==> config.mk <==
export PLATFORM = sky130hd
export DESIGN_NAME = kmp_hit_reduce
export DESIGN_NICKNAME = d
export VERILOG_FILES = /design/src/rtl/core/kmp_pkg.sv /design/src/rtl/core/kmp_hit_reduce.sv
export SDC_FILE = /design/constraint.sdc
export NUM_CORES = 1
export LEC_CHECK = 0
export ABC_AREA = 1
export BUFFER_PORTS_ARGS = -buffer_cell sky130_fd_sc_hd__buf_4
export CORE_AREA = 3 3 396 398
export DETAILED_ROUTE_END_ITERATION = 8
export DIE_AREA = 0 0 399 401
export GPL_TIMING_DRIVEN = 0
export PLACE_DENSITY_LB_ADDON = 0.1
export SYNTH_ARGS = -nofsm -noshare
export SYNTH_HDL_FRONTEND = slang
export SYNTH_SLANG_ARGS = --single-unit
export TNS_END_PERCENT = 5
==> constraint.sdc <==
create_clock -name clk -period 1.64 [get_ports clk]
set_input_delay 0.082 -clock clk [delete_from_list [all_inputs] [get_ports clk]]
set_output_delay 0.082 -clock clk [all_outputs]
set_load 0.1 [all_outputs]
==> src/rtl/core/kmp_pkg.sv <==
package kmp_pkg;

    // pattern capacity, one cell per pattern byte
    localparam int PATTERN_MAX = 1024;
    localparam int LEN_W       = $clog2(PATTERN_MAX + 1);

    // result fields and text position share one width
    localparam int FIELD_W     = 24;
    localparam int POS_W       = FIELD_W;

    // hit reduction: cells are OR-ed in groups, then the groups
    localparam int GROUP_SIZE  = 32;
    localparam int NGROUPS     = PATTERN_MAX / GROUP_SIZE;

    localparam int BYTE_W      = 8;

    // operation codes on the input side
    localparam logic OP_PATTERN = 1'b0;
    localparam logic OP_TEXT    = 1'b1;

    // broadcast control from the top level to every cell
    typedef struct packed {
        logic              step;          // an item is accepted this cycle
        logic              is_text;       // text byte, otherwise pattern byte
        logic              clear_pattern; // pattern byte that opens a new pattern
        logic              clear_match;   // text byte that opens a new text
        logic [BYTE_W-1:0] data;          // pattern or text byte
    } cell_ctl_t;

endpackage

==> src/rtl/core/kmp_hit_reduce.sv <==
module kmp_hit_reduce (
    input  logic                            clk,
    input  logic                            rst_n,
    input  logic                            advance,
    input  logic [kmp_pkg::PATTERN_MAX-1:0] hits,
    output logic                            any_hit
);
    import kmp_pkg::*;

    logic [NGROUPS-1:0] group_reg;
    logic [NGROUPS-1:0] group_next;

    // first level: one OR per group of cells
    always_comb
    begin
        for (int g = 0; g < NGROUPS; g++)
        begin
            group_next[g] = |hits[g*GROUP_SIZE +: GROUP_SIZE];
        end
    end

    always_ff @(posedge clk or negedge rst_n)
    begin
        if (!rst_n)
        begin
            group_reg <= '0;
        end
        else if (advance)
        begin
            group_reg <= group_next;
        end
    end

    // second level over the registered groups
    assign any_hit = |group_reg;

endmodule

==> out/results.ini <==
[yosys]
synthXorXnorAreaFrac_pct = 0
synth_compound_area_share_pct = 0
synth.cell_area_sq_um = 5110
synth_mux_area_share_pct = 0
seq_area_frac_synth_pct = 15.7
syn_avg_cell_area_sq_um = 4.70
synth_cell_types = 13
synth-warning-count = 0
yosys.area_share.simple_pct = 83.2
netlist_instances = 1086
yosys.area_share.adder_pct = 0
yosysTopAreaCell = nor2_1
synthesis.nets = 2113
synth_top_area_share_pct = 50.6
synth_area_leaders = nor2_1 51%, nand2_1 19%, dfrtp_1 16%
synth_top_family_by_area = simple AND/OR/NAND/NOR gates
synth-seq-cells = 32

[clock_network]
insertion_delay_ps = 310
cts-root-buf = clkbuf_16
postCtsSetupBuffers = 0
clockBufferDepth = 2
cts_max_level = 2
cts_buffers = 5
cts_tree = done
cts_sinks = 32
path_clk_slew_ps = 70

[finish]
utilization_pct = 10.1
fillers = 18300
final_common_cell = buf_4
stdcell_area_sq_um = 15600
largest_reg_flops = 32
drive_gt1_share_pct = 50.5
area_growth_pct = 205
final_cell_mix = 1026 x buf_4, 686 x nor2_1, 257 x nand2_1
final_nets = 3147

[global_routing]
grt_pass1_wl_microns = 88800
grt_max_degree = 33
grt.total_usage_pct = 8.27
grt_overflow_total = 0
antenna_found_initial = 11
grt_pass1_vias = 11300

[worst_setup_path]
path_cells = nor2_1 > nand4_1 > nor2_1 > nand3_2 > buf_8
path_delay_family = simple AND/OR/NAND/NOR gates
reg2reg_depth = 2
worst_path_max_delay_cell = dfrtp_1
cp_num_buf_inv = 1
criticalPathCategory = reg -> out
cp.depth = 5
cp.arrival_ps = 1800
timing.rr.end = group_reg[3]
cp.required_ps = 1560
ff2ff_setup_slack_ps = 910
path_common_cell = nor2_1
worstPathMaxFanout = 2
endpoint_kind = output port
regToRegStartpoint = group_reg[3]
max_stage_delay_ps = 430
startpoint_type = flop

[floorplan]
fp-row-count = 144
dieHeight_microns = 401
ioPinCount = 1028
initial_utilization_pct = 3.32
core_area_sq_um = 154000
die_x_microns = 399
dieArea_sq_um = 160000

[sta]
finalCritPeriodShare_pct = 115
setup-tns-final_ps = -242
max_freq_ghz = 0.531
setup_slack_ps = -242
slew_headroom_pct = 49.9
period_needed_ps = 1880
setup_viol = 1
drv_slew = 0
tightest_slew_ps = 751
rsz0062_at_grt = true
hold_violations = 0
finClkSkew_ps = 0

[routing]
firstDrtPassIters = 4
antenna_violating_nets_post_route = 0
via_per_inst = 2.39
via_count = 9961
first_iter_violations = 272
drc = 0
totalWireLength_microns = 70500
post_drt_wl_per_cell_microns = 16.9

[power_and_ir_drop]
power_density_nw_per_um2 = 289
finalPower_mw = 4.51
max-vdd-ir-drop_uv = 440
power_leakage_nw = 6.64
power_switching_mw = 1.27
p_int_mw = 3.24
combPwrFrac_pct = 56.1
p_seq_share_pct = 17.5
power_frac_clock_pct = 26.4
switching_share_pct = 28.2

[min_path]
min_delay_path_depth = 5
hp-start = hits[95]
min-delay-path-class = in -> reg
hold_end = group_reg[2]

[place]
gp_congestion = 0.766
port_buffers = 1026
place_ws_ps = -491
place_hpwl_microns = 67100
dpl_cell_area_sq_um = 15400

[run_status]
status = finished with violations
violations = negative setup slack

[job]
maxCapViolations = 0

-- worst max-delay path by stage --
stage	slack, ps	from	to
5_1_grt	-440	group_reg[3]	any_hit
4_1_cts	-440	group_reg[2]	any_hit
3_3_place_gp	-470	group_reg[2]	any_hit
3_5_place_dp	-490	group_reg[2]	any_hit
2_1_floorplan	130	group_reg[21]	any_hit
6_report	-240	group_reg[30]	any_hit
-- logic make-up (layout without fill, tap and decap cells) --
logic type | after synthesis | in the layout
buffers and inverters | 8 | 1043
flip-flops | 32 | 32
other | 0 | 6
AND/OR/NAND/NOR | 1046 | 1046
-- layout make-up --
class | count | area (sq um) | area share [%]
diodes | 6 | 15.0 | 0.0964
clock buffers | 6 | 129 | 0.827
repair buffers | 1027 | 7720 | 49.6
clock inverters | 2 | 35.0 | 0.225
well taps | 2044 | 2560 | 16.4
inverters | 1 | 6.26 | 0.0402
multi-input cells | 1046 | 4260 | 27.4
flip-flops and latches | 32 | 801 | 5.14
plain buffers | 7 | 52.6 | 0.337
-- layer usage --
metal / vias to the layer above / part of all wire [%] / GRT usage, %
li1: 5405 / - / -
met1: 4087 / 34 / 8.25
met2: 451 / 57 / 17.2
met3: 18 / 7.8 / 2.19
met4: 0 / 0.45 / 0.759
met5: - / 0 / 0
-- cell usage after synthesis, drive strengths merged --
library cell / n
nor2: 688
clkbuf: 3
nand3: 33
nand4: 3
dfrtp: 32
nand2: 257
nor3: 32
nor4: 1
or2: 32
buf: 4
inv: 1
-- through the flow --
| step | hold WS, ps | std cells |
|---|---|---|
| floorplan | -214 | 1086 |
| global placement | 137 | 4156 |
| detailed placement | 136 | 4156 |
| CTS | 46.9 | 4165 |
| global route | 63.1 | 4169 |
| finish | 76.0 | 4171 |
-- power by group through the flow --
stage | Combinational, mW | Sequential (mW) | Clock (mW)
2_1_floorplan | 0.399 | 0.804 | 0
3_3_place_gp | 2.58 | 0.804 | 0
3_5_place_dp | 2.59 | 0.804 | 0
4_1_cts | 2.60 | 0.788 | 1.32
5_1_grt | 2.79 | 0.788 | 1.33
6_report | 2.53 | 0.789 | 1.19
-- worst min-delay path, stage by stage --
cell and delay [ps]:
buf_4 80, nor3_2 30, nand2_1 50, nor2_1 40, nor2_1 70
-- timing repair --
| item | in CTS | in global routing |
|---|---|---|
| gates resized for setup | 6 | 0 |
| endpoints found under the setup margin | 1 | 1 |
| endpoints found under the hold margin | 32 | 0 |
| pin swaps | 2 | 0 |
| hold buffers | 1 | 0 |
No activity file was read; power rests on OpenSTA's default activity.
