--- src/rtl/core/kmp_pkg.sv ---
package kmp_pkg;

    // pattern capacity, one cell per pattern byte
    localparam int PATTERN_MAX = 1024;
    localparam int LEN_W       = $clog2(PATTERN_MAX + 1);

    // result fields and text position share one width
    localparam int FIELD_W     = 24;
    localparam int POS_W       = FIELD_W;

    // hit reduction: cells are OR-ed in groups, then the groups
    localparam int GROUP_SIZE  = 32;
    localparam int NGROUPS     = PATTERN_MAX / GROUP_SIZE;

    localparam int BYTE_W      = 8;

    // operation codes on the input side
    localparam logic OP_PATTERN = 1'b0;
    localparam logic OP_TEXT    = 1'b1;

    // broadcast control from the top level to every cell
    typedef struct packed {
        logic              step;          // an item is accepted this cycle
        logic              is_text;       // text byte, otherwise pattern byte
        logic              clear_pattern; // pattern byte that opens a new pattern
        logic              clear_match;   // text byte that opens a new text
        logic [BYTE_W-1:0] data;          // pattern or text byte
    } cell_ctl_t;

endpackage

--- src/rtl/core/kmp_cell.sv ---
module kmp_cell (
    input  logic              clk,
    input  logic              rst_n,
    input  kmp_pkg::cell_ctl_t ctl,
    input  logic              prev_valid,  // previous cell holds a byte (masked by clear)
    input  logic              prev_active, // prefix up to previous cell matched (masked)
    input  logic              next_valid,  // next cell holds a byte
    output logic              valid,
    output logic              active,
    output logic              hit
);
    import kmp_pkg::*;

    logic              valid_reg, valid_next;
    logic              active_reg, active_next;
    logic              hit_reg, hit_next;
    logic [BYTE_W-1:0] byte_reg;
    logic              own_valid;
    logic              load;
    logic              is_last;
    logic              extend;

    // this cell is the end of the stored pattern
    assign is_last   = valid_reg & ~next_valid;
    // prefix ending here extends with the text byte
    assign extend    = valid_reg & prev_active & (byte_reg == ctl.data);

    // pattern append fills the first empty cell after the filled run
    assign own_valid = valid_reg & ~ctl.clear_pattern;
    assign load      = ctl.step & ~ctl.is_text & prev_valid & ~own_valid;

    always_comb
    begin
        valid_next  = valid_reg;
        active_next = active_reg;
        hit_next    = hit_reg;
        if (ctl.step)
        begin
            if (ctl.is_text)
            begin
                // full match is reported and dropped, as after a failure-link fallback
                active_next = extend & ~is_last;
                hit_next    = extend & is_last;
            end
            else
            begin
                valid_next  = own_valid | load;
                active_next = active_reg & ~ctl.clear_pattern;
                hit_next    = 1'b0;
            end
        end
    end

    always_ff @(posedge clk or negedge rst_n)
    begin
        if (!rst_n)
        begin
            valid_reg  <= 1'b0;
            active_reg <= 1'b0;
            hit_reg    <= 1'b0;
        end
        else
        begin
            valid_reg  <= valid_next;
            active_reg <= active_next;
            hit_reg    <= hit_next;
        end
    end

    // pattern byte, no reset needed
    always_ff @(posedge clk)
    begin
        if (load)
        begin
            byte_reg <= ctl.data;
        end
    end

    assign valid  = valid_reg;
    assign active = active_reg;
    assign hit    = hit_reg;

endmodule

--- config.mk ---
export PLATFORM = sky130hd
export DESIGN_NAME = kmp_cell
export DESIGN_NICKNAME = d
export VERILOG_FILES = /design/src/rtl/core/kmp_pkg.sv /design/src/rtl/core/kmp_cell.sv
export SDC_FILE = /design/constraint.sdc
export NUM_CORES = 1
export LEC_CHECK = 0
export ABC_AREA = 0
export BUFFER_PORTS_ARGS = -buffer_cell sky130_fd_sc_hd__buf_4
export CORE_AREA = 2 2 39 41
export DETAILED_ROUTE_END_ITERATION = 7
export DIE_AREA = 0 0 41 43
export GPL_ROUTABILITY_DRIVEN = 0
export PLACE_DENSITY = 0.65
export SLEW_MARGIN = 10
export SYNTH_ARGS = -nofsm -noshare
export SYNTH_HDL_FRONTEND = slang
export SYNTH_SLANG_ARGS = --single-unit
--- constraint.sdc ---
create_clock -name clk -period 4.55 [get_ports clk]
set_input_delay 0.2275 -clock clk [delete_from_list [all_inputs] [get_ports clk]]
set_output_delay 0.2275 -clock clk [all_outputs]
set_load 0.05 [all_outputs]
==> summary.txt, run 1 <==
Setup path
  – Crit-path slowest cell: or4_1
  – Crit path cell chain: xor2_1 -> or4_1 -> o41ai_2
  – Crit-path max cell delay: 0.57 ns
  – Crit path DAT: around 1.7 ns
  – Startpoint Class: register
  – Crit-path max FO: 2
  – CP Capture Type: register
  – Setup CP Type: reg -> reg
  – CP required: approximately 4.7 ns

Timing
  – Final number of setup-violating endpoints: 0
  – Fin. max-slew vios: 0
  – Fin Clk Skew: 0.00135 ns
  – Hold WS: approximately 0.15 ns
  – Slew at the pin with the worst max-slew slack: ~0.77 ns
  – Min Tclk post-route: approximately 1.5 ns
  – Slew HR: 0.485
  – Final period utilization: 0.332
  – Setup TNS: 0 ns
  – Fin. Hold Viols: 0
  – Fmax: about 660 MHz
  – RSZ-0062 raised after global routing: false

Clocking
  – Num CTS Buffers: 3
  – Clock sinks: 11
  – Post-CTS Repair Setup Buffers: 0
  – H-tree levels: 1
  – # resized after CTS: 0
  – Clock Latency Late Sink: approximately 0.26 ns
  – Max clock buf depth: 2
  – Clock root buffer: clkbuf_4
  – CTS tree: done
  – Cts-stage hold buffer count: 1
  – CTS clock-pin slew for the worst setup and hold paths: roughly 0.07 ns

Finish
  – Largest register FFs: 8
  – Nets: 76
  – Fillcell total: approximately 140
  – Share of post-route cells with drive strength above 1: 0.379
  – Finished Layout Cells: 74
  – Area grow syn2layout: 39.6%
  – # diodes: 0

GRT
  – Largest net degree at the start of global routing: 9
  – Initial antenna violation count: 0
  – All-Layer GR Usage: 0.108
  – Vias in the first global route: between 300 and 400
  – GRT overflow: 0
  – First-pass GRT wire length: 1.19 mm

Synth
  – Top FF cell, synth: edfxtp_1
  – Synth top area share: 0.497
  – Synth Area in Simple Gates: 0.124
  – Multiplexer share of the synthesized area: 0
  – Largest family of logic cells by synthesized area: XOR/XNOR gates
  – Post-Syn Area per Cell: 13.8 um2
  – Post-synth top area cell: edfxtp_1
  – Post-synth EDFFs: 8
  – Synth Area in XOR/XNOR: 0.145
  – Syn nets: 52
  – Synth Area in Compound Gates: 0.0699
  – Top post-synthesis cells by count: 8 x edfxtp_1, 5 x xnor2_1, 4 x nand2_1
  – Post-synthesis sequential area ratio: 0.653
  – Cell with the most instances after synthesis: edfxtp_1
  – Synth Area in Adders: 0
  – Synth unique cells: 15
  – Synth warn: 0
  – Area contributors post-synth: edfxtp_1 50%, dfrtp_1 16%, xnor2_1 9.1%
  – Mapped Cells: 35
  – Synth async-reset ratio: 0.273
  – Post-Synthesis Cell Area: between 400 and 500 um2
  – Seq cells post-synth: 11

Detailed routing
  – Vias: between 300 and 400
  – Drt total wl: 804 um
  – 1st-pass router iterations: 3
  – DRC viols: 0
  – Routed wire length per instance: approximately 11 um
  – DRC marker count from the first detailed-route iteration: 3
  – Via density per instance: approximately 4.6
  – Antenna Nets Post-Route: 0

Outcome
  – Status: completed

Floorplanning
  – FP Rows: 14
  – Core outline area: roughly 1400 um2
  – Die width: 41 um
  – Starting density of the core: 0.349
  – Die Y: 43 um
  – Die footprint: 1760 um2
  – # IOs: 20

Pwr
  – Leak: between 0.2 and 0.3 nW
  – Worst IR Drop VDD: 0.152 mV
  – Power density cells: 311 nW/um2

Place
  – DPL Wire Length: around 630 um
  – Placed cells: just under 70
  – I/O Buffers: 18

Min path
  – Class of the worst hold path: in -> reg

Run
  – Max-cap viol count: 0
==> cell families (layout without fill, tap and decap cells) <==
group / count (synthesis) / count (layout)
AND/OR/NAND/NOR: 11 / 11
AO/OA/AOI/OAI: 4 / 4
buffers and inverters: 1 / 24
XOR/XNOR: 8 / 8
flip-flops: 11 / 11
==> routing by layer <==
metal | vias to the layer above | global-route usage | part of all wire
met5 | - | 0 | 0
met4 | 0 | 0.0800 | 0
met3 | 0 | 0.0471 | 0.11
met2 | 15 | 0.153 | 0.46
met1 | 155 | 0.120 | 0.43
li1 | 174 | - | -
==> worst paths after layout <==
| path | start | to | slack (ns) | cells after the start |
|---|---|---|---|---|
| max | byte_reg[4] | hit | 3.04 | 3 |
| min | next_valid | hit | 0.15 | 2 |
| min reg2reg | active | active | 0.48 | 2 |
| max reg2reg | byte_reg[4] | hit | 3.04 | 3 |
| min in group asynchronous | rst_n | active | 0.29 | 2 |
| max in group asynchronous | rst_n | valid | 4.17 | 2 |
==> layout by cell type, fill, tap and decap left out, drive strengths merged <==
cell type,instances
a21oi,1
xnor2,5
o21ai,1
inv,1
o41ai,1
or4,1
clkbuf,4
buf,18
nand3b,2
edfxtp,8
o31ai,1
nand2b,1
nand3,2
xor2,3
dlygate4sd3,1
dfrtp,3
nand4,1
nand2,4
==> metrics by stage <==
stage / power [mW] / worst slack, ns / cell area [um2] / util
floorplan: 0.129 / 2.95 / 483 / -
global placement: 0.146 / 3.03 / 638 / 0.461
detailed placement: 0.146 / 3.01 / 638 / 0.461
CTS: 0.213 / 3.02 / 674 / 0.487
global route: 0.220 / 2.95 / 674 / 0.487
finish: 0.210 / 3.04 / 674 / 0.487
==> worst max-delay path, delay by kind of cell (launching register included) <==
kind / cells / cell delay [ns]
compound gates: 1 / 0.31
simple gates: 1 / 0.57
flops: 1 / 0.39
xor+xnor: 1 / 0.15
==> layout make-up <==
class / count / area, um2 / share of cell area
tap: 16 / 20.0 / 0.0297
inverter: 1 / 3.75 / 0.00557
sequential: 11 / 315 / 0.468
timing repair buffer: 19 / 145 / 0.215
multi-input combinational: 23 / 164 / 0.243
clock buffer: 4 / 26.3 / 0.0390
==> power by group <==
group,internal [mW],switching (mW)
Clock,0.0339,0.0312
Sequential,0.112,0.00215
Combinational,0.0155,0.0150
Note: power is estimated with default switching activity, not from simulation.
==> run 2: changes to the inputs <==
--- a/config.mk
+++ b/config.mk
@@ -11,7 +11,7 @@
 export DETAILED_ROUTE_END_ITERATION = 7
 export DIE_AREA = 0 0 41 43
 export GPL_ROUTABILITY_DRIVEN = 0
-export PLACE_DENSITY = 0.65
+export PLACE_DENSITY = 0.68
 export SLEW_MARGIN = 10
 export SYNTH_ARGS = -nofsm -noshare
 export SYNTH_HDL_FRONTEND = slang
==> constraint.sdc (replaced) <==
create_clock -name clk -period 1.3 [get_ports clk]
set_input_delay 0.065 -clock clk [delete_from_list [all_inputs] [get_ports clk]]
set_output_delay 0.065 -clock clk [all_outputs]
set_load 0.05 [all_outputs]
==> run 2 against run 1 <==
The run now ends with setup timing left. Worst setup slack got worse by 3.2 ns. Sequential share of layout area shrank 6.4 points. Cell count up 15%. Combinational power grew to 4.7 times the previous value. Critical path depth did not move. Sequential power rose to 3.5 times the previous value. Routed wire length up 23%. First-iteration DRC count increased by 100%. Clock power increased to 3.7 times the previous value. Cell area up 16%. Clock skew hardly changed. Global-route usage increased by 3.4 points. Critical endpoint unchanged. Highest routed layer is now met4.
==> summary.txt, run 2 (synthesized netlist as in run 1, its figures left out) <==
Floorplanning
  – Starting density of the core: 0.349
  – # IOs: 20
  – Die Y: 43 um
  – Die width: 41 um
  – FP Rows: 14
  – Core outline area: approximately 1400 um2
  – Die footprint: 1760 um2

Setup path
  – CP Capture Type: register
  – Crit-path slowest cell: or4_4
  – Crit-path max cell delay: between 0.5 and 0.6 ns
  – Crit-path max FO: 2
  – Worst R2R Path Depth: 3
  – Critical Path Stages: 3
  – Reg2reg setup slack: -0.15 ns
  – Crit path buf inv count: 0
  – Crit path DAT: between 1.5 and 2 ns
  – Largest delay contributor family on the critical path: simple AND/OR/NAND/NOR gates
  – R2r startpoint: byte_reg[2]
  – Setup CP Type: reg -> reg
  – CP required: between 1 and 1.5 ns
  – Crit path from: byte_reg[2]
  – Startpoint Class: register
  – R2r endpoint: hit
  – Crit path cell chain: xor2_1 -> or4_4 -> o41ai_2

Min path
  – Hold path start: prev_valid
  – Worst hold path depth: 3
  – Class of the worst hold path: in -> reg
  – Hold Crit Endpoint: valid

Timing
  – Slew HR: 0.857
  – Min Tclk post-route: approximately 1.4 ns
  – Final period utilization: 1.11
  – Final number of setup-violating endpoints: 2
  – RSZ-0062 raised after global routing: true
  – Hold WS: 0.0631 ns
  – Fin. max-slew vios: 0
  – Fin Clk Skew: 0.00183 ns
  – Slew at the pin with the worst max-slew slack: between 0.2 and 0.25 ns
  – Fin. Hold Viols: 0
  – Setup TNS: -0.221 ns
  – Slack of the critical path: -0.146 ns
  – Fmax: ~700 MHz

Detailed routing
  – DRC viols: 0
  – Antenna Nets Post-Route: 0
  – Routed wire length per instance: approximately 12 um
  – Drt total wl: a little under 1 mm
  – Via density per instance: 4.56
  – Vias: 388
  – 1st-pass router iterations: 3
  – DRC marker count from the first detailed-route iteration: 6

Pwr
  – Pwr Total: 777 uW
  – Leak: 0.326 nW
  – Pint: 590 uW
  – Sw Share: 0.241
  – Power density cells: just under 1000 nW/um2
  – Share of total power in the clock network: 0.307
  – Combinational fraction of design power: 0.182
  – Sw Pwr: 187 uW
  – Flop pwr share: 0.511
  – Worst IR Drop VDD: approximately 0.5 mV

GRT
  – First-pass GRT wire length: between 1.5 and 2 mm
  – All-Layer GR Usage: 0.141
  – Vias in the first global route: ~410
  – GRT overflow: 0
  – Initial antenna violation count: 0
  – Largest net degree at the start of global routing: 9

Finish
  – Area grow syn2layout: 62.4%
  – Most common cell after layout, fill and taps aside: buf_4
  – # diodes: 0
  – Nets: 87
  – Fillcell total: ~130
  – Multi-input logic area: roughly 170 um2
  – Most frequent cells in the layout: 20 x buf_4, 10 x dlygate4sd3_1, 8 x edfxtp_1
  – Largest register FFs: 8
  – FF+latch area: approximately 320 um2
  – Design area: just under 800 um2
  – Share of post-route cells with drive strength above 1: 0.377

Place
  – Place WS: -0.155 ns
  – I/O Buffers: 18
  – Dpl cell area: between 600 and 700 um2
  – DPL Wire Length: ~680 um

Outcome
  – Status: finished, violations left
  – Violated checks: setup timing

Clocking
  – H-tree levels: 1
  – CTS tree: done
  – Clock root buffer: clkbuf_4
  – Post-CTS Repair Setup Buffers: 0
  – CTS clock-pin slew for the worst setup and hold paths: about 0.070 ns
  – Clock sinks: 11
  – Clock Latency Late Sink: approximately 0.27 ns
  – Max clock buf depth: 2
  – Num CTS Buffers: 3

Run
  – Max-cap viol count: 0
[run 2: layout make-up]
cell class | count | area share
inverters | 1 | 0.00478
multi-input cells | 23 | 0.214
flip-flops and latches | 11 | 0.404
repair buffers | 30 | 0.319
well taps | 16 | 0.0255
clock buffers | 4 | 0.0335
[run 2: how the worst max path moves through the flow]
stage and endpoint:
2_1_floorplan hit, 3_5_place_dp hit, 5_1_grt hit, 3_3_place_gp hit
4_1_cts hit, 6_report hit
[run 2: power by group through the flow]
stage	logic (mW)	clock network (mW)	registers [mW]
after global routing	0.155	0.268	0.399
after floorplan	0.0312	0	0.424
after CTS	0.143	0.248	0.397
after detailed placement	0.119	0	0.405
after global placement	0.117	0	0.404
final	0.142	0.238	0.397
[run 2: worst register-to-register path, stage by stage, from the launching register on]
cell and delay [ns]:
edfxtp_1 0.39, xor2_1 0.15, or4_4 0.51, o41ai_2 0.30
[run 2: what timing repair did]
action | 4_1_cts | 5_1_grt
resized for setup | 0 | 0
setup endpoints to repair | 2 | 2
hold endpoints to repair | 12 | 0
hold buffers | 10 | 0
pin swaps | 2 | 1
[run 2: metrics by stage]
| step | utilization | instances |
|---|---|---|
| 3_3_place_gp | 0.476 | 71 |
| 6_report | 0.567 | 85 |
| 4_1_cts | 0.567 | 85 |
| 5_1_grt | 0.567 | 85 |
| 3_5_place_dp | 0.476 | 71 |
| 2_1_floorplan | - | 35 |
[run 2: metal layers]
layer  wire (um)  part of all wire  up-vias  GRT usage
li1            -                 -      195          -
met1         436              0.44      173      0.151
met2         480              0.48       17      0.238
met3          58             0.059        3     0.0471
met4          14             0.014        0     0.0600
met5           0                 0        -          0
